$ cat src/sv/wsqs_pkg.sv
// wsqs_pkg: types and constants shared by the work-stealing queue selector
// request and result payloads, controller state, command and status structs
// no dependencies
`timescale 1ns / 1ps

package wsqs_pkg;

    localparam int WID_W = 4;
    localparam int CFG_W = 5;
    localparam logic [CFG_W-1:0] ACTIVE_RESET = 5'd16;

    localparam logic ACT_PUSH = 1'b0;
    localparam logic ACT_POP  = 1'b1;

    typedef struct packed {
        logic             action;
        logic [WID_W-1:0] worker_id;
        logic             from_worker;
    } t_req;

    typedef struct packed {
        logic [WID_W-1:0] target_worker;
        logic             granted;
        logic             stolen;
    } t_res;

    typedef enum logic [1:0] {
        S_IDLE,
        S_DECODE,
        S_CHECK,
        S_SCAN
    } t_state;

    typedef struct packed {
        logic req_load;
        logic tgt_load;
        logic scan_init;
        logic scan_step;
        logic cnt_wr;
        logic steal_found;
        logic steal_miss;
        logic res_emit;
        logic res_grant;
        logic res_steal;
    } t_cmd;

    typedef struct packed {
        logic is_push;
        logic refused;
        logic cnt_ok;
        logic scan_last;
    } t_sts;

endpackage

$ cat src/sv/wsqs_ctrl.sv
// wsqs_ctrl: sequencing state machine of the queue selector
// drives datapath commands from its status; depends on wsqs_pkg
`timescale 1ns / 1ps

module wsqs_ctrl (
    input  logic          i_clk,
    input  logic          i_rst_n,
    input  logic          i_start,
    input  wsqs_pkg::t_sts i_sts,
    output wsqs_pkg::t_cmd o_cmd,
    output logic          o_busy
);
    import wsqs_pkg::*;

    t_state r_state;
    t_state n_state;

    always_ff @(posedge i_clk) begin
        if (!i_rst_n) begin
            r_state <= S_IDLE;
        end else begin
            r_state <= n_state;
        end
    end

    always_comb begin
        n_state = r_state;
        o_cmd   = '0;
        o_busy  = 1'b1;
        case (r_state)
            S_IDLE: begin
                o_busy = 1'b0;
                if (i_start) begin
                    o_cmd.req_load = 1'b1;
                    n_state        = S_DECODE;
                end
            end
            S_DECODE: begin
                o_cmd.tgt_load = 1'b1;
                if (i_sts.refused) begin
                    o_cmd.res_emit = 1'b1;
                    n_state        = S_IDLE;
                end else begin
                    n_state = S_CHECK;
                end
            end
            S_CHECK: begin
                if (i_sts.cnt_ok) begin
                    o_cmd.cnt_wr    = 1'b1;
                    o_cmd.res_emit  = 1'b1;
                    o_cmd.res_grant = 1'b1;
                    n_state         = S_IDLE;
                end else if (i_sts.is_push) begin
                    o_cmd.res_emit = 1'b1;
                    n_state        = S_IDLE;
                end else begin
                    o_cmd.scan_init = 1'b1;
                    n_state         = S_SCAN;
                end
            end
            S_SCAN: begin
                if (i_sts.cnt_ok) begin
                    o_cmd.cnt_wr      = 1'b1;
                    o_cmd.steal_found = 1'b1;
                    o_cmd.res_emit    = 1'b1;
                    o_cmd.res_grant   = 1'b1;
                    o_cmd.res_steal   = 1'b1;
                    n_state           = S_IDLE;
                end else if (i_sts.scan_last) begin
                    o_cmd.steal_miss = 1'b1;
                    o_cmd.res_emit   = 1'b1;
                    n_state          = S_IDLE;
                end else begin
                    o_cmd.scan_step = 1'b1;
                end
            end
            default: begin
                n_state = S_IDLE;
            end
        endcase
    end

endmodule

$ cat src/sv/wsqs_dp.sv
// wsqs_dp: job count memory, push and steal pointers, scan position, result register
// follows commands from wsqs_ctrl; depends on wsqs_pkg
`timescale 1ns / 1ps

module wsqs_dp #(
    parameter int MAX_WORKERS = 16,
    parameter int COUNT_WIDTH = 16
) (
    input  logic                        i_clk,
    input  logic                        i_rst_n,
    input  wsqs_pkg::t_req              i_req,
    input  logic                        i_cfg_we,
    input  logic [wsqs_pkg::CFG_W-1:0]  i_cfg_data,
    input  wsqs_pkg::t_cmd              i_cmd,
    output wsqs_pkg::t_sts              o_sts,
    output wsqs_pkg::t_res              o_res,
    output logic                        o_done
);
    import wsqs_pkg::*;

    localparam int PW = $clog2(MAX_WORKERS);
    localparam int NW = $clog2(MAX_WORKERS + 1);
    localparam int RST_N = (MAX_WORKERS < int'(ACTIVE_RESET)) ? MAX_WORKERS
                                                              : int'(ACTIVE_RESET);

    logic [NW-1:0]          r_n;
    t_req                   r_req;
    logic [PW-1:0]          r_tgt;
    logic [PW-1:0]          n_tgt;
    logic [PW-1:0]          r_push_ptr;
    logic [PW-1:0]          r_steal_ptr;
    logic [PW-1:0]          r_start;
    logic [PW-1:0]          r_idx;
    logic [COUNT_WIDTH-1:0] r_mem [MAX_WORKERS];
    logic [MAX_WORKERS-1:0] r_valid;
    logic [COUNT_WIDTH-1:0] r_rd_data;
    logic                   r_rd_vld;
    t_res                   r_res;
    logic                   r_done;

    logic                   w_is_push;
    logic                   w_outside;
    logic                   w_wid_ok;
    logic [PW-1:0]          w_push_q;
    logic [PW-1:0]          w_steal_start;
    logic [PW-1:0]          w_dec_tgt;
    logic [COUNT_WIDTH-1:0] w_cnt;
    logic [COUNT_WIDTH-1:0] w_cnt_new;
    logic [NW-1:0]          w_cfg_n;

    function automatic logic [PW-1:0] f_next(input logic [PW-1:0] p, input logic [NW-1:0] n);
        logic [31:0] s;
        s = 32'(p) + 32'd1;
        return (s >= 32'(n)) ? '0 : PW'(s);
    endfunction

    always_comb begin
        if (i_cfg_data == '0) begin
            w_cfg_n = NW'(1);
        end else if (32'(i_cfg_data) > 32'(MAX_WORKERS)) begin
            w_cfg_n = NW'(MAX_WORKERS);
        end else begin
            w_cfg_n = NW'(i_cfg_data);
        end
    end

    assign w_is_push     = (r_req.action == ACT_PUSH);
    assign w_outside     = w_is_push && !r_req.from_worker;
    assign w_wid_ok      = 32'(r_req.worker_id) < 32'(r_n);
    assign w_push_q      = (32'(r_push_ptr) < 32'(r_n)) ? r_push_ptr : '0;
    assign w_steal_start = (32'(r_steal_ptr) < 32'(r_n)) ? r_steal_ptr : '0;
    assign w_dec_tgt     = w_outside ? w_push_q : PW'(r_req.worker_id);
    assign w_cnt         = r_rd_vld ? r_rd_data : '0;
    assign w_cnt_new     = w_is_push ? (w_cnt + COUNT_WIDTH'(1)) : (w_cnt - COUNT_WIDTH'(1));

    assign o_sts.is_push   = w_is_push;
    assign o_sts.refused   = !w_outside && !w_wid_ok;
    assign o_sts.cnt_ok    = w_is_push ? (w_cnt != '1) : (w_cnt != '0);
    assign o_sts.scan_last = (32'(r_idx) + 32'd1) == 32'(r_n);

    always_comb begin
        n_tgt = r_tgt;
        if (i_cmd.tgt_load) begin
            n_tgt = w_dec_tgt;
        end else if (i_cmd.scan_init) begin
            n_tgt = w_steal_start;
        end else if (i_cmd.scan_step) begin
            n_tgt = f_next(r_tgt, r_n);
        end
    end

    // count memory, read at the next target every cycle
    always_ff @(posedge i_clk) begin
        if (i_cmd.cnt_wr) begin
            r_mem[r_tgt] <= w_cnt_new;
        end
        r_rd_data <= r_mem[n_tgt];
        r_rd_vld  <= r_valid[n_tgt];
    end

    always_ff @(posedge i_clk) begin
        if (!i_rst_n) begin
            r_valid <= '0;
        end else if (i_cmd.cnt_wr) begin
            r_valid[r_tgt] <= 1'b1;
        end
    end

    always_ff @(posedge i_clk) begin
        if (!i_rst_n) begin
            r_n         <= NW'(RST_N);
            r_push_ptr  <= '0;
            r_steal_ptr <= '0;
            r_done      <= 1'b0;
        end else begin
            r_done <= i_cmd.res_emit;
            if (i_cfg_we) begin
                r_n <= w_cfg_n;
            end
            if (i_cmd.tgt_load && w_outside) begin
                r_push_ptr <= f_next(w_push_q, r_n);
            end
            if (i_cmd.steal_found) begin
                r_steal_ptr <= f_next(r_tgt, r_n);
            end else if (i_cmd.steal_miss) begin
                r_steal_ptr <= f_next(r_start, r_n);
            end
        end
    end

    always_ff @(posedge i_clk) begin
        if (i_cmd.req_load) begin
            r_req <= i_req;
        end
        r_tgt <= n_tgt;
        if (i_cmd.scan_init) begin
            r_start <= w_steal_start;
            r_idx   <= '0;
        end else if (i_cmd.scan_step) begin
            r_idx <= r_idx + PW'(1);
        end
        if (i_cmd.res_emit) begin
            r_res.granted       <= i_cmd.res_grant;
            r_res.target_worker <= i_cmd.res_grant ? WID_W'(r_tgt) : '0;
            r_res.stolen        <= i_cmd.res_grant && i_cmd.res_steal
                                   && (32'(r_tgt) != 32'(r_req.worker_id));
        end
    end

    assign o_res  = r_res;
    assign o_done = r_done;

    a_no_underflow: assert property (@(posedge i_clk) disable iff (!i_rst_n)
        i_cmd.cnt_wr && !w_is_push |-> w_cnt != '0)
        else $error("pop written to an empty count");

    a_no_overflow: assert property (@(posedge i_clk) disable iff (!i_rst_n)
        i_cmd.cnt_wr && w_is_push |-> w_cnt != '1)
        else $error("push written to a full count");

    a_stolen_granted: assert property (@(posedge i_clk) disable iff (!i_rst_n)
        r_done && r_res.stolen |-> r_res.granted && !w_is_push)
        else $error("steal flagged without a granted pop");

    a_refused_target: assert property (@(posedge i_clk) disable iff (!i_rst_n)
        r_done && !r_res.granted |-> r_res.target_worker == '0 && !r_res.stolen)
        else $error("refused result carries a target");

endmodule

$ cat src/sv/work_stealing_queue_selector.sv
// work_stealing_queue_selector: per-worker job counts with round-robin push and steal
// top level joining wsqs_ctrl and wsqs_dp; depends on wsqs_pkg
//
// a request (push or pop) is taken on a rising edge with start high and busy low,
// and busy stays high until its result has been formed
// each result is shown on o_res for one cycle with o_done high; no stall is possible
// a push or a local pop passes through the decode and check states before o_done
// a request naming an out-of-range worker (but a push from outside) is refused
// a steal reads the job count memory one queue per cycle from the steal pointer,
// visiting each active worker's queue at most once until one holds a job
// the next request may be accepted in the cycle its predecessor's result is shown
// the one configuration register (active worker count) is written through
// i_cfg_valid / o_cfg_ready and is ready only while no request is in progress
// synchronous reset clears all job counts, both pointers; active = min(16, MAX_WORKERS)
`timescale 1ns / 1ps

module work_stealing_queue_selector #(
    parameter int MAX_WORKERS = 16,
    parameter int COUNT_WIDTH = 16
) (
    input  logic                        i_clk,
    input  logic                        i_rst_n,
    input  logic                        start,
    output logic                        busy,
    input  wsqs_pkg::t_req              i_req,
    output logic                        o_done,
    output wsqs_pkg::t_res              o_res,
    input  logic                        i_cfg_valid,
    output logic                        o_cfg_ready,
    input  logic [wsqs_pkg::CFG_W-1:0]  i_cfg_data
);
    import wsqs_pkg::*;

    t_cmd w_cmd;
    t_sts w_sts;
    logic w_busy;

    wsqs_ctrl u_ctrl (
        .i_clk   (i_clk),
        .i_rst_n (i_rst_n),
        .i_start (start),
        .i_sts   (w_sts),
        .o_cmd   (w_cmd),
        .o_busy  (w_busy)
    );

    wsqs_dp #(
        .MAX_WORKERS (MAX_WORKERS),
        .COUNT_WIDTH (COUNT_WIDTH)
    ) u_dp (
        .i_clk      (i_clk),
        .i_rst_n    (i_rst_n),
        .i_req      (i_req),
        .i_cfg_we   (i_cfg_valid && !w_busy),
        .i_cfg_data (i_cfg_data),
        .i_cmd      (w_cmd),
        .o_sts      (w_sts),
        .o_res      (o_res),
        .o_done     (o_done)
    );

    assign busy        = w_busy;
    assign o_cfg_ready = !w_busy;

endmodule
$ cat config.mk
export PLATFORM = sky130hd
export DESIGN_NAME = work_stealing_queue_selector
export DESIGN_NICKNAME = d
export VERILOG_FILES = /design/src/sv/wsqs_pkg.sv /design/src/sv/wsqs_ctrl.sv /design/src/sv/wsqs_dp.sv /design/src/sv/work_stealing_queue_selector.sv
export SDC_FILE = /design/constraint.sdc
export NUM_CORES = 1
export LEC_CHECK = 0
export CORE_AREA = 2 2 116 230
export CTS_BUF_LIST = sky130_fd_sc_hd__clkbuf_4 sky130_fd_sc_hd__clkbuf_8
export CTS_CLUSTER_SIZE = 40
export DETAILED_ROUTE_END_ITERATION = 16
export DIE_AREA = 0 0 118 232
export DONT_BUFFER_PORTS = 1
export GPL_TIMING_DRIVEN = 1
export PLACE_DENSITY = 0.75
export SYNTH_ARGS = -nofsm -noshare
export SYNTH_HDL_FRONTEND = slang
export SYNTH_SLANG_ARGS = --single-unit
$ cat constraint.sdc
create_clock -name i_clk -period 4.45 [get_ports i_clk]
set_clock_uncertainty 0.1 [all_clocks]
set_input_delay 0.2225 -clock i_clk [delete_from_list [all_inputs] [get_ports i_clk]]
set_output_delay 0.2225 -clock i_clk [all_outputs]
set_load 0.05 [all_outputs]
Word level (Yosys, flattened, before mapping)
Memories as Yosys holds them, arrays and structs flattened. A register that Yosys moved wholly into a read port is not among the register bits.
Cells that the tools add are included.
{ "word_totals": {"memories": 1, "word_cells": 110, "in_bits": 15, "out_inout_bits": 9, "mem_bits_rw": 256, "register_bits": 57} }
{ "op_classes": {"magnitude_cmp": 10, "addsub": 7, "eq_ne": 8, "bitwise": 2, "mux": 51, "n_reduce_logical": 15} }
{ "memory_table": {"columns": ["memory", "words", "width", "rd", "rd_clocked_by_memory_dff", "write_ports", "line", "rtl"], "rows": [
  ["u_dp.r_mem", 16, 16, 1, 1, 1, "wsqs_dp.sv:34", "logic [COUNT_WIDTH-1:0] r_mem [MAX_WORKERS];"]
]} }
{ "op_table": {"columns": ["cell", "count"], "rows": [
  ["$ge 32x5->1", 3],
  ["$mux 4", 11],
  ["$eq 32x5->1", 1],
  ["$mux 16", 2],
  ["$mux 1", 22],
  ["$add 4x1->5 const B", 4],
  ["$mux 2", 9],
  ["$add 16x1->16 const B", 1],
  ["$ne 16x16->1 const B", 1],
  ["$or 16x16->16", 1],
  ["$reduce_bool 16->1", 1],
  ["$sub 16x1->16 const B", 1],
  ["$lt 4x5->1", 3],
  ["$lt 4x5->1 const B", 2],
  ["$mux 5", 2],
  ["$pmux 2 s4", 1],
  ["$logic_and 1x1->1", 7],
  ["$gt 5x5->1 const B", 1],
  ["$logic_not 5->1", 1],
  ["$add 4x1->4 const B", 1],
  ["$bmux 1 s4", 1],
  ["$demux 1 s4", 1],
  ["$eq 2x2->1 const B", 2],
  ["$ge 4x1->1 const B", 1],
  ["other kinds (11)", 13]
]} }

Depth between registers and ports, before layout
Gate-level depths: netlist (run 1).
{ "depth": {"depth_word": 10, "ltp_mapped": 16, "mapped_depth_nobuf": 15} }

Cells and area by module
Synthesis (run 1) repeated with hierarchy kept, for this count alone.
{ "hier_totals": {"hier_cells": 1115, "area_unflattened_um2": 14522.7} }
{ "modules_own_cells": {"columns": ["module", "seq_area_each_um2", "cells_each", "area_per_inst_um2", "n_inst"], "rows": [
  ["wsqs_dp", 9268.9, 1090, 14315.0, 1],
  ["wsqs_ctrl", 40.0, 23, 197.7, 1],
  ["work_stealing_queue_selector", 0.0, 2, 10.0, 1]
]} }

Worst setup path after synthesis (run 1)
No wires, ideal clock.
{ "synth_path": {"path_kind": "register -> register", "start": "register u_dp.r_req[5] (netlist bit)", "end": "memory u_dp.r_mem[0][14], data pin", "period_less_slack_ns": 4.059, "arrival_time_ns": 3.540, "t_required_ns": 3.931, "path_buffers": 0, "setup_slack_ns": 0.391, "path_stages_with_launch": 11, "setup_ns": 0.419, "path_cell_list": "edfxtp_1 inv_1 fa_1 nor2b_1 o21ai_0 a21boi_0 o21a_1 o21ai_0 a21oi_1 o31ai_1 o311ai_0"} }
{ "synth_via": {"elab_chain_len": 1} }
{ "synth_lines": {"columns": ["element", "line", "rtl"], "rows": [
  ["start, declared", "wsqs_dp.sv:27", "t_req r_req;"],
  ["start signal, assigned", "wsqs_dp.sv:133", "r_req <= i_req;"],
  ["$mux 16", "wsqs_dp.sv:74", "assign w_cnt_new = w_is_push ? (w_cnt + COUNT_WIDTH'(1)) : (w_cnt - COUNT_WIDTH'(1));"],
  ["named net u_dp.w_cnt_new[14]", "wsqs_dp.sv:48", "logic [COUNT_WIDTH-1:0] w_cnt_new;"],
  ["end, declared", "wsqs_dp.sv:34", null]
]} }
The timed path passes the listed nets, and every way through them passes these cells.

Final worst setup path (run 1)
{ "layout_path": {"start": "register u_dp.r_tgt[0]", "end": "register u_dp.r_rd_data[14] (read register of u_dp.r_mem)"} }
{ "layout_via": {"elab_chain_len": 6} }
{ "layout_lines": {"columns": ["element", "line", "rtl"], "rows": [
  ["start, declared", "wsqs_dp.sv:28", "logic [PW-1:0] r_tgt;"],
  ["start signal, assigned", "wsqs_dp.sv:135", "r_tgt <= n_tgt;"],
  ["$add 4x1->5", "wsqs_dp.sv:53", "s = 32'(p) + 32'd1;"],
  ["$ge 32x5->1", "wsqs_dp.sv:54", "return (s >= 32'(n)) ? '0 : PW'(s);"],
  ["$mux 4", "wsqs_dp.sv:54", null],
  ["$mux 4 *", "wsqs_dp.sv:87", "end else if (i_cmd.scan_step) begin"],
  ["$mux 4 *", "wsqs_dp.sv:85", "end else if (i_cmd.scan_init) begin"],
  ["$mux 4 *", "wsqs_dp.sv:83", "if (i_cmd.tgt_load) begin"],
  ["end, declared", "wsqs_dp.sv:36", "logic [COUNT_WIDTH-1:0] r_rd_data;"]
]} }
Mark *: on every way between the ends. The rest lies on a longest branch, timed or not.
A chain may end at the register's enable or synchronous reset.

==> results of run 1 <==
==> power breakdown <==
part           switching, mW  total, mW  internal (mW)
combinational           2.42       3.51           1.09
clock                   1.13       2.49           1.36
sequential             0.190       4.53           4.34
==> routing by layer <==
| metal | part of all wire [%] | track usage, % | vias to the layer above |
|---|---|---|---|
| li1 | - | - | 4814 |
| met1 | 32 | 31.8 | 5290 |
| met2 | 52 | 56.8 | 606 |
| met3 | 6.7 | 4.69 | 212 |
| met4 | 8.8 | 24.7 | 0 |
| met5 | 0 | 0 | - |
==> flip-flops by register name, indices dropped and copies added, names as in the netlist, 2 cells and up <==
register / cells
u_dp.r_mem: 256
u_dp.r_rd_data: 16
u_dp.r_valid: 16
u_dp.o_res: 6
u_dp.r_req: 6
u_dp.r_n: 5
u_dp.r_idx: 4
u_dp.r_push_ptr: 4
u_dp.r_start: 4
u_dp.r_steal_ptr: 4
u_dp.r_tgt: 4
u_ctrl.r_state: 2
==> kinds of logic (layout without fill, tap and decap cells) <==
kind of cell / Yosys count / after routing
AO/OA/AOI/OAI: 334 / 334
flip-flops: 329 / 329
AND/OR/NAND/NOR: 326 / 326
buffers and inverters: 155 / 222
adder cells (fa/ha/maj): 46 / 46
XOR/XNOR: 30 / 30
multiplexers: 2 / 2
other: 0 / 1
==> worst max path at each step <==
stage	from	end	cells past startpoint
3_3_place_gp	u_dp.r_tgt[0]	u_dp.r_rd_data[14]	13
2_1_floorplan	u_dp.r_req[5]	u_dp.r_mem[0][14]	10
5_1_grt	u_dp.r_tgt[0]	u_dp.r_rd_data[6]	13
4_1_cts	u_dp.r_tgt[0]	u_dp.r_rd_data[14]	13
3_5_place_dp	u_dp.r_tgt[0]	u_dp.r_rd_data[14]	13
6_report	u_dp.r_tgt[0]	u_dp.r_rd_data[14]	13
==> final cells by class <==
type / count / area [µm²] / area share (%)
Sequential cell: 329 / 9310 / 55.2
Antenna cell: 1 / 2.50 / 0.0148
Timing Repair Buffer: 75 / 676 / 4.01
Clock inverter: 24 / 245 / 1.46
Inverter: 67 / 251 / 1.49
Multi-Input combinational cell: 738 / 5220 / 31.0
Clock buffer: 56 / 721 / 4.28
Tap cell: 340 / 425 / 2.52
==> through the flow <==
step / util [%] / hold slack [ns]
after CTS: 65.7 / 0.142
after detailed placement: 61.3 / 0.221
after global placement: 61.3 / 0.221
after global routing: 65.7 / 0.162
after floorplan: - / 0.199
final: 65.7 / 0.169
==> synth_stat cells (18+ instances only) <==
master      n
edfxtp_1  272
xnor2_1    18
clkbuf_1   53
a31oi_1    38
a211oi_1   39
ha_1       45
o21ai_1    32
o21ai_0    36
a21oi_1    22
a221oi_1  103
nor2_1     82
nand2_1    37
buf_2      21
dfxtp_1    57
inv_1      63
and3_1    106
==> repair_timing <==
action | in CTS | in global routing
resized for setup | 0 | 1
hold endpoints to repair | 20 | 0
hold buffers | 15 | 0
endpoints found under the setup margin | 0 | 1
==> impl_metrics.csv, run 1 <==
group,metric,value,unit
yosys,ys_types,70,
yosys,avgSynthCellArea,12.4,µm²
route,drtPass1Iterations,8,
global_routing,grt_antenna_before_repair,0,
yosys,yosysSeqAreaShare,61.6,%
yosys,ys_ff_latch,329,
worst_hold_path,min_path_type,"in2reg",
yosys,syn-num-nets,1283,
yosys,syn_area,15100,µm²
timing,final.setup.tns,0,ns
placement,hpwl,27000,µm
timing,rsz0062_at_grt,"no",
timing,slew_headroom,7.60,%
yosys,synthArstFlopShare,0,%
clock_network,cts.sink_count,329,
route,totalWireLength,42800,µm
route,drt-initial-drc-count,1101,
power_and_ir_drop,ir_drop,0.495,mV
clock_network,clkTransAtPathRegs,0.08,ns
global_routing,grt_max_degree,137,
clock_network,clk_path_buf_depth,3,
placement,pre_cts_slack,0.125,ns
clock_network,h-tree-depth,2,
yosys,synth_top_family_by_area,"compound AO/OA/AOI/OAI gates",
setup_path,worstPathArrival,4.61,ns
placement,routabilityCongestion,0.992,
global_routing,grt_overflow,0,
setup_path,critPathMaxStageDelay,0.60,ns
clock_network,postCtsSetupBuffers,0,
finish,layout-drive-gt1-share,13.3,%
die,die_w,118,µm
clock_network,cts_tree,"done",
setup_path,worstPathRequired,4.81,ns
setup_path,path_class,"reg2reg",
die,core.rowCount,83,
finish,syn_to_final_growth,11.6,%
worst_hold_path,whs_path_depth,1,
setup_path,r2r_cells,13,
yosys,synthXorXnorAreaFrac,1.74,%
setup_path,cp-start-kind,"register",
finish,layout_common_cells,"edfxtp_1 (272), and3_1 (106), a221oi_1 (102)",
finish,design_area,16900,µm²
timing,worst_slack,0.201,ns
die,core_region_area,25700,µm²
global_routing,grt_pass1_wl,64100,µm
finish,layout_commonest_cell,"edfxtp_1",
yosys,synth_top_area_share,54.1,%
global_routing,grtUsageTotal,31.3,%
finish,fin_cells,1630,
placement,io_buffer_count,0,
setup_path,end_kind,"register",
setup_path,crit_buf_inv,1,
yosys,yosysWarnings,0,
power_and_ir_drop,leakage,6.13,nW
timing,min_period_over_period,95.5,%
timing,final-hold-violation-count,0,
setup_path,cp_top_family,"compound AO/OA/AOI/OAI gates",
timing,period_needed,4.25,ns
placement,dpl-instance-area,15700,µm²
global_routing,first_global_vias,11200,
setup_path,reg2reg_to,"u_dp.r_rd_data[14]",
power_and_ir_drop,p_total,10.5,mW
yosys,synth_flop_cell,"edfxtp_1",
finish,final_nets,1315,
route,viasPerCell,6.70,
run_status,status,"finished clean",
yosys,synthTopCellsByArea,"edfxtp_1 (54%), dfxtp_1 (7.6%), a221oi_1 (6.0%), and3_1 (4.4%), ha_1 (3.7%)",
die,dieArea,27400,µm²
yosys,yosys.area_share.simple,12.0,%
yosys,synth_fa_ha_area_share,3.86,%
power_and_ir_drop,power_per_cell_area,625,nW/µm²
worst_hold_path,hold_end,"u_dp.r_req[4]",
setup_path,critPathSlowestCell,"or4_1",
job,cap_viol_max_count,0,
timing,finalSetupViolCount,0,
timing,fmax,0.235,GHz
route,drcViolationCount,0,
yosys,synth_top_area_cell,"edfxtp_1",
placement,place_inst,1534,
clock_network,clk_latency,0.58,ns
clock_network,cts_root_buf,"clkbuf_8",
die,ios,24,
setup_path,reg2reg_from,"u_dp.r_tgt[0]",
timing,finalMaxSlewViolations,0,
setup_path,r2r_slack,0.20,ns
yosys,synthCells,1222,
die,start_util,58.9,%
timing,worst_pin_slew,1.38,ns
setup_path,path_max_fanout,31,
finish,n_fill_cell,1872,
yosys,synth_compound_area_share,16.2,%
setup_path,path_cells,"ha_1 > xor2_1 > ha_1 > a21o_1 > a31oi_1 > o21ai_0 > or4_1 > nand3_4 > nand3_4 > buf_4 > a221oi_2 > o21ai_0 > and4_1",
route,postRouteAntennaNets,0,
worst_hold_path,hold_path_startpoint,"i_req[4]",
route,wl_per_cell,26.3,µm
clock_network,cts_buffers,43,
die,fp.dieH,232,µm
yosys,synth_edf_count,272,
yosys,muxShareOfSynthArea,0.133,%
route,vias,10900,
Power figures use the tool's default switching activity.
==> run 2: changes to the inputs <==
--- a/config.mk
+++ b/config.mk
@@ -5,12 +5,12 @@
 export SDC_FILE = /design/constraint.sdc
 export NUM_CORES = 1
 export LEC_CHECK = 0
+export BUFFER_PORTS_ARGS = -buffer_cell sky130_fd_sc_hd__clkbuf_2
 export CORE_AREA = 2 2 116 230
 export CTS_BUF_LIST = sky130_fd_sc_hd__clkbuf_4 sky130_fd_sc_hd__clkbuf_8
 export CTS_CLUSTER_SIZE = 40
 export DETAILED_ROUTE_END_ITERATION = 16
 export DIE_AREA = 0 0 118 232
-export DONT_BUFFER_PORTS = 1
 export GPL_TIMING_DRIVEN = 1
 export PLACE_DENSITY = 0.75
 export SYNTH_ARGS = -nofsm -noshare
==> run 2 against run 1 <==
  * Cell count is 1.8% higher
  * Critical endpoint is now u_dp.r_rd_data[1]
  * Sequential cell count stayed put
  * Sequential share of layout area is 0.28 points lower
  * Largest power group unchanged
  * Highest routed layer unchanged
  * Global-route usage hardly changed
  * Power is 0.11% higher
  * Register-to-register slack hardly changed
  * Via count is 0.60% higher
  * Routed wire length is 0.58% lower
  * Combinational power is 4% higher
  * Count of clock-buffer cells in the layout is 11 higher
  * Maximum frequency hardly changed
==> impl_metrics.csv, run 2 (synthesis results as in run 1) <==
group,metric,value,unit
route,top_layer,"met4",
timing,finalMaxSlewViolations,0,
power_and_ir_drop,intPower,6.75,mW
setup_path,reg2reg_from,"u_dp.r_rd_data[13]",
die,core.rowCount,83,
timing,period_needed,4.25,ns
finish,syn_to_final_growth,12.1,%
finish,layout_common_cells,"edfxtp_1 (272), and3_1 (106), a221oi_1 (103)",
power_and_ir_drop,share_comb_of_total_power,34.8,%
placement,routabilityCongestion,0.979,
route,wl_per_cell,25.7,µm
power_and_ir_drop,p_clk_share,22.4,%
finish,n_fill_cell,1890,
worst_hold_path,hold_path_startpoint,"i_cfg_data[2]",
worst_hold_path,min_path_type,"in2reg",
clock_network,cts.sink_count,329,
route,postRouteAntennaNets,0,
route,wl_met1,14100,µm
clock_network,hold_buffers,12,
clock_network,cts-resized-gates,0,
route,totalWireLength,42600,µm
clock_network,clk_latency,0.57,ns
finish,largest_reg_flops,256,
finish,seqCellArea,9310,µm²
die,core_region_area,25700,µm²
die,start_util,58.9,%
clock_network,clkTransAtPathRegs,0.07,ns
finish,layout-drive-gt1-share,15.6,%
timing,final.setup.tns,0,ns
run_status,status,"finished clean",
clock_network,clk_path_buf_depth,3,
die,dieArea,27400,µm²
global_routing,grt_overflow,0,
global_routing,first_global_vias,11200,
global_routing,grtUsageTotal,31.3,%
clock_network,cts_buffers,44,
die,fp.dieH,232,µm
worst_hold_path,whs_path_depth,4,
power_and_ir_drop,switching_share,35.9,%
finish,final_nets,1345,
clock_network,h-tree-depth,2,
global_routing,grt_pass1_wl,64500,µm
route,vias,11000,
timing,rsz0062_at_grt,"no",
placement,place_inst,1566,
timing,min_period_over_period,95.5,%
finish,max_flop_register,"u_dp.r_mem",
power_and_ir_drop,power_per_cell_area,622,nW/µm²
setup_path,r2r_slack,0.20,ns
die,ios,24,
global_routing,grt_antenna_before_repair,0,
route,drt-initial-drc-count,1126,
placement,io_buffer_count,23,
finish,reg_top3,"u_dp.r_mem (256), u_dp.r_rd_data (16), u_dp.r_valid (16)",
finish,layout_commonest_cell,"edfxtp_1",
clock_network,cts_tree,"done",
setup_path,path_max_fanout,11,
timing,final-hold-violation-count,0,
route,drcViolationCount,0,
job,cap_viol_max_count,0,
power_and_ir_drop,ir_drop,0.376,mV
worst_hold_path,hold_end,"u_dp.r_n[2]",
global_routing,grt_max_degree,111,
timing,finalSetupViolCount,0,
die,die_w,118,µm
setup_path,cp-start-kind,"register",
finish,antenna_cells,0,
finish,fin_cells,1659,
route,viasPerCell,6.62,
setup_path,reg2reg_to,"u_dp.r_rd_data[1]",
setup_path,worstPathArrival,4.60,ns
setup_path,end_kind,"register",
setup_path,path_class,"reg2reg",
power_and_ir_drop,seq_power_share,42.8,%
timing,slew_headroom,13.5,%
power_and_ir_drop,switching_power,3.79,mW
clock_network,postCtsSetupBuffers,0,
route,wl_met3,2550,µm
route,drtPass1Iterations,6,
finish,multiInputGateArea,5220,µm²
clock_network,cts_root_buf,"clkbuf_8",
setup_path,worstPathRequired,4.80,ns
timing,worst_pin_slew,1.29,ns
placement,hpwl,27900,µm
power_and_ir_drop,leakage,6.23,nW
timing,fmax,0.235,GHz
setup_path,r2r_cells,10,
route,wl_met2,22400,µm
-- run 2: cell types whose count changed in the layout (fill, tap and decap cells not counted), moves of 3 or more --
cell	change
buf_4	+10
bufinv_16	-4
clkbuf_2	+23
clkbuf_4	+8
clkbuf_8	+3
clkinv_1	-3
clkinv_2	-3
dlygate4sd3_1	-3
-- run 2: worst max-delay path by stage --
stage                        from                end  slack [ns]  cells past startpoint
2_1_floorplan       u_dp.r_req[5]  u_dp.r_mem[0][14]        0.39                     10
3_3_place_gp        u_dp.r_tgt[0]  u_dp.r_rd_data[1]        0.32                     14
3_5_place_dp        u_dp.r_tgt[0]  u_dp.r_rd_data[1]        0.31                     14
4_1_cts             u_dp.r_tgt[1]  u_dp.r_rd_data[1]        0.31                     14
5_1_grt             u_dp.r_tgt[0]  u_dp.r_rd_data[1]        0.03                     14
6_report       u_dp.r_rd_data[13]  u_dp.r_rd_data[1]        0.20                     10
-- run 2: final cells by class --
| class | count | area share, % |
|---|---|---|
| clock buffers | 67 | 4.85 |
| repair buffers | 104 | 4.82 |
| flip-flops and latches | 329 | 55.0 |
| clock inverters | 14 | 0.576 |
| multi-input cells | 738 | 30.8 |
| well taps | 340 | 2.51 |
| inverters | 67 | 1.48 |
-- run 2: per-stage QoR --
step | total power, mW | utilization, % | hold slack, ns | worst slack [ns] | instance area [µm²]
after floorplan | 6.74 | - | 0.199 | 0.391 | 15100
after global placement | 8.10 | 62.0 | 0.299 | 0.320 | 15900
after detailed placement | 8.16 | 62.0 | 0.301 | 0.314 | 15900
after CTS | 10.5 | 66.0 | 0.0177 | 0.315 | 16900
after global routing | 11.0 | 66.0 | 0.0290 | 0.0295 | 16900
final | 10.5 | 66.0 | 0.0224 | 0.201 | 16900
-- run 2: metal layers --
| layer | track usage (%) | vias up |
|---|---|---|
| li1 | - | 4878 |
| met1 | 33.5 | 5372 |
| met2 | 56.8 | 560 |
| met3 | 3.36 | 177 |
| met4 | 22.7 | 0 |
| met5 | 0 | - |
-- run 2: power by group through the flow --
stage,Combinational (mW),Clock [mW],Sequential [mW]
floorplan,2.25,0,4.50
global placement,3.53,0,4.56
detailed placement,3.59,0,4.57
CTS,3.62,2.38,4.51
global route,3.96,2.49,4.52
finish,3.66,2.36,4.51
-- run 2: critical path, cell delays in order, from the launching register on --
cell	delay [ns]
dfxtp_1	0.38
or4_1	0.59
o41ai_4	0.44
nor4b_4	0.61
a2111o_1	0.25
o31a_1	0.56
inv_2	0.13
buf_4	0.22
a221oi_1	0.43
o21bai_1	0.13
and4_1	0.25
==> run 3: changes to the inputs <==
--- a/config.mk
+++ b/config.mk
@@ -5,7 +5,7 @@
 export SDC_FILE = /design/constraint.sdc
 export NUM_CORES = 1
 export LEC_CHECK = 0
-export BUFFER_PORTS_ARGS = -buffer_cell sky130_fd_sc_hd__clkbuf_2
+export BUFFER_PORTS_ARGS = -buffer_cell sky130_fd_sc_hd__buf_4
 export CORE_AREA = 2 2 116 230
 export CTS_BUF_LIST = sky130_fd_sc_hd__clkbuf_4 sky130_fd_sc_hd__clkbuf_8
 export CTS_CLUSTER_SIZE = 40
==> run 3 against run 2 <==
  * Final area decreased by 0.26%
  * Combinational power is 2% lower
  * Sequential power is essentially flat
  * Maximum frequency is 0.90% lower
  * Power decreased by 0.73%
  * Utilization shrank 0.17 points
  * Worst setup slack got worse by 0.039 ns
  * Critical path type unchanged
==> impl_metrics.csv, run 3 (synthesis results as in run 1) <==
group,metric,value,unit
run_status,status,"finished clean",
die,fp.dieH,232,µm
route,totalWireLength,43700,µm
global_routing,first_global_vias,11300,
global_routing,grt_antenna_before_repair,1,
finish,syn_to_final_growth,11.9,%
setup_path,worstPathArrival,4.63,ns
timing,fmax,0.233,GHz
global_routing,gr-usage-met3,3.66,%
job,cap_viol_max_count,0,
finish,max_flop_register,"u_dp.r_mem",
clock_network,clk_latency,0.55,ns
global_routing,grtUsageTotal,31.8,%
clock_network,cts_buffers,43,
timing,finalMaxSlewViolations,0,
die,core_region_area,25700,µm²
route,wl_per_cell,26.6,µm
die,die_w,118,µm
clock_network,postCtsSetupBuffers,0,
setup_path,worstPathRequired,4.79,ns
global_routing,met2_usage,58.2,%
setup_path,path_max_fanout,103,
finish,reg_top3,"u_dp.r_mem (256), u_dp.r_rd_data (16), u_dp.r_valid (16)",
setup_path,end_kind,"register",
finish,final_nets,1331,
placement,hpwl,27200,µm
die,dieArea,27400,µm²
timing,worst_pin_slew,1.25,ns
setup_path,cp-start-kind,"register",
route,vias,11100,
timing,min_period_over_period,96.4,%
placement,routabilityCongestion,0.980,
route,drt-initial-drc-count,1093,
clock_network,clkTransAtPathRegs,0.07,ns
clock_network,cts_tree,"done",
timing,rsz0062_at_grt,"no",
worst_hold_path,min_path_type,"in2reg",
power_and_ir_drop,ir_drop,0.371,mV
global_routing,grt_busiest_layer,"met2",
global_routing,grt_pass1_wl,65100,µm
finish,design_area,16900,µm²
finish,layout_commonest_cell,"edfxtp_1",
global_routing,grt_util_met1,33.3,%
clock_network,cts_root_buf,"clkbuf_8",
finish,layout_common_cells,"edfxtp_1 (272), and3_1 (106), a221oi_1 (103)",
clock_network,clk_path_buf_depth,3,
finish,layout-drive-gt1-share,14.2,%
route,drcViolationCount,0,
placement,io_buffer_count,23,
die,ios,24,
timing,final.setup.tns,0,ns
die,core.rowCount,83,
power_and_ir_drop,leakage,6.18,nW
route,drtPass1Iterations,7,
timing,final-hold-violation-count,0,
global_routing,grt_overflow,0,
route,postRouteAntennaNets,0,
setup_path,path_class,"reg2reg",
finish,largest_reg_flops,256,
timing,period_needed,4.29,ns
timing,finalSetupViolCount,0,
clock_network,h-tree-depth,2,
power_and_ir_drop,power_per_cell_area,619,nW/µm²
die,start_util,58.9,%
placement,dpl-instance-area,15900,µm²
global_routing,grt_max_degree,104,
route,viasPerCell,6.73,
clock_network,cts.sink_count,329,
timing,slew_headroom,16.4,%
run 3: changes by cell type in the layout (fill, tap and decap cells not counted), sizes merged:
cell / before / now
clkinv: 12 / 16
bufinv: 1 / 3
clkinvlp: 3 / 0
diode: 0 / 1
clkbuf: 90 / 61
buf: 69 / 79
run 3: metrics by stage:
step	hold WS [ns]	worst slack, ns	instances	util (%)	total power [mW]
finish	0.0674	0.162	1644	65.9	10.5
global route	0.0739	0.0192	1644	65.9	10.9
CTS	0.0437	0.141	1643	65.9	10.4
detailed placement	0.302	0.206	1553	61.9	8.06
global placement	0.300	0.203	1553	61.9	7.98
floorplan	0.199	0.391	1222	-	6.74
run 3: where the power goes:
group / switching, mW / total (mW) / internal, mW
Clock: 1.10 / 2.37 / 1.27
Combinational: 2.45 / 3.57 / 1.12
Sequential: 0.181 / 4.52 / 4.34
Total: 3.73 / 10.5 / 6.73
run 3: worst paths after layout:
check / from / end / slack (ns) / cells after the start
setup / recovery: u_dp.r_tgt[0] / u_dp.r_rd_data[3] / 0.16 / 13
hold / removal: i_cfg_data[2] / u_dp.r_n[2] / 0.07 / 4
setup reg to reg: u_dp.r_tgt[0] / u_dp.r_rd_data[3] / 0.16 / 13
hold reg to reg: u_dp.r_valid[13] / u_dp.r_valid[13] / 0.36 / 2
run 3: layer usage:
layer / routed length [µm] / up-vias
met5: 0 / -
met4: 3460 / 0
met3: 2750 / 185
met2: 23300 / 608
met1: 14200 / 5425
li1: - / 4838
run 3: cell type report:
type	instances	area, µm²
Sequential cell	329	9310
Fill cell	1918	8760
Multi-Input combinational cell	738	5210
Timing Repair Buffer	91	788
Clock buffer	61	758
Tap cell	340	425
Inverter	67	251
Clock inverter	17	149
Antenna cell	1	2.50
run 3: critical path, cell delays in order (launching register included):
cell and delay [ns]:
dfxtp_1 0.55, ha_1 0.37, xor2_1 0.28, ha_1 0.29, a21o_1 0.18, a31oi_1 0.20
o21ai_1 0.18, or4_1 0.58, nand3_4 0.13, nand3_4 0.08, buf_12 0.22, a221oi_1 0.51
o21ai_0 0.18, and4_1 0.20
run 3: what timing repair did:
item | 4_1_cts | 5_1_grt
gates resized for setup | 0 | 1
endpoints found under the hold margin | 14 | 0
setup endpoints to repair | 0 | 11
hold buffers | 12 | 0
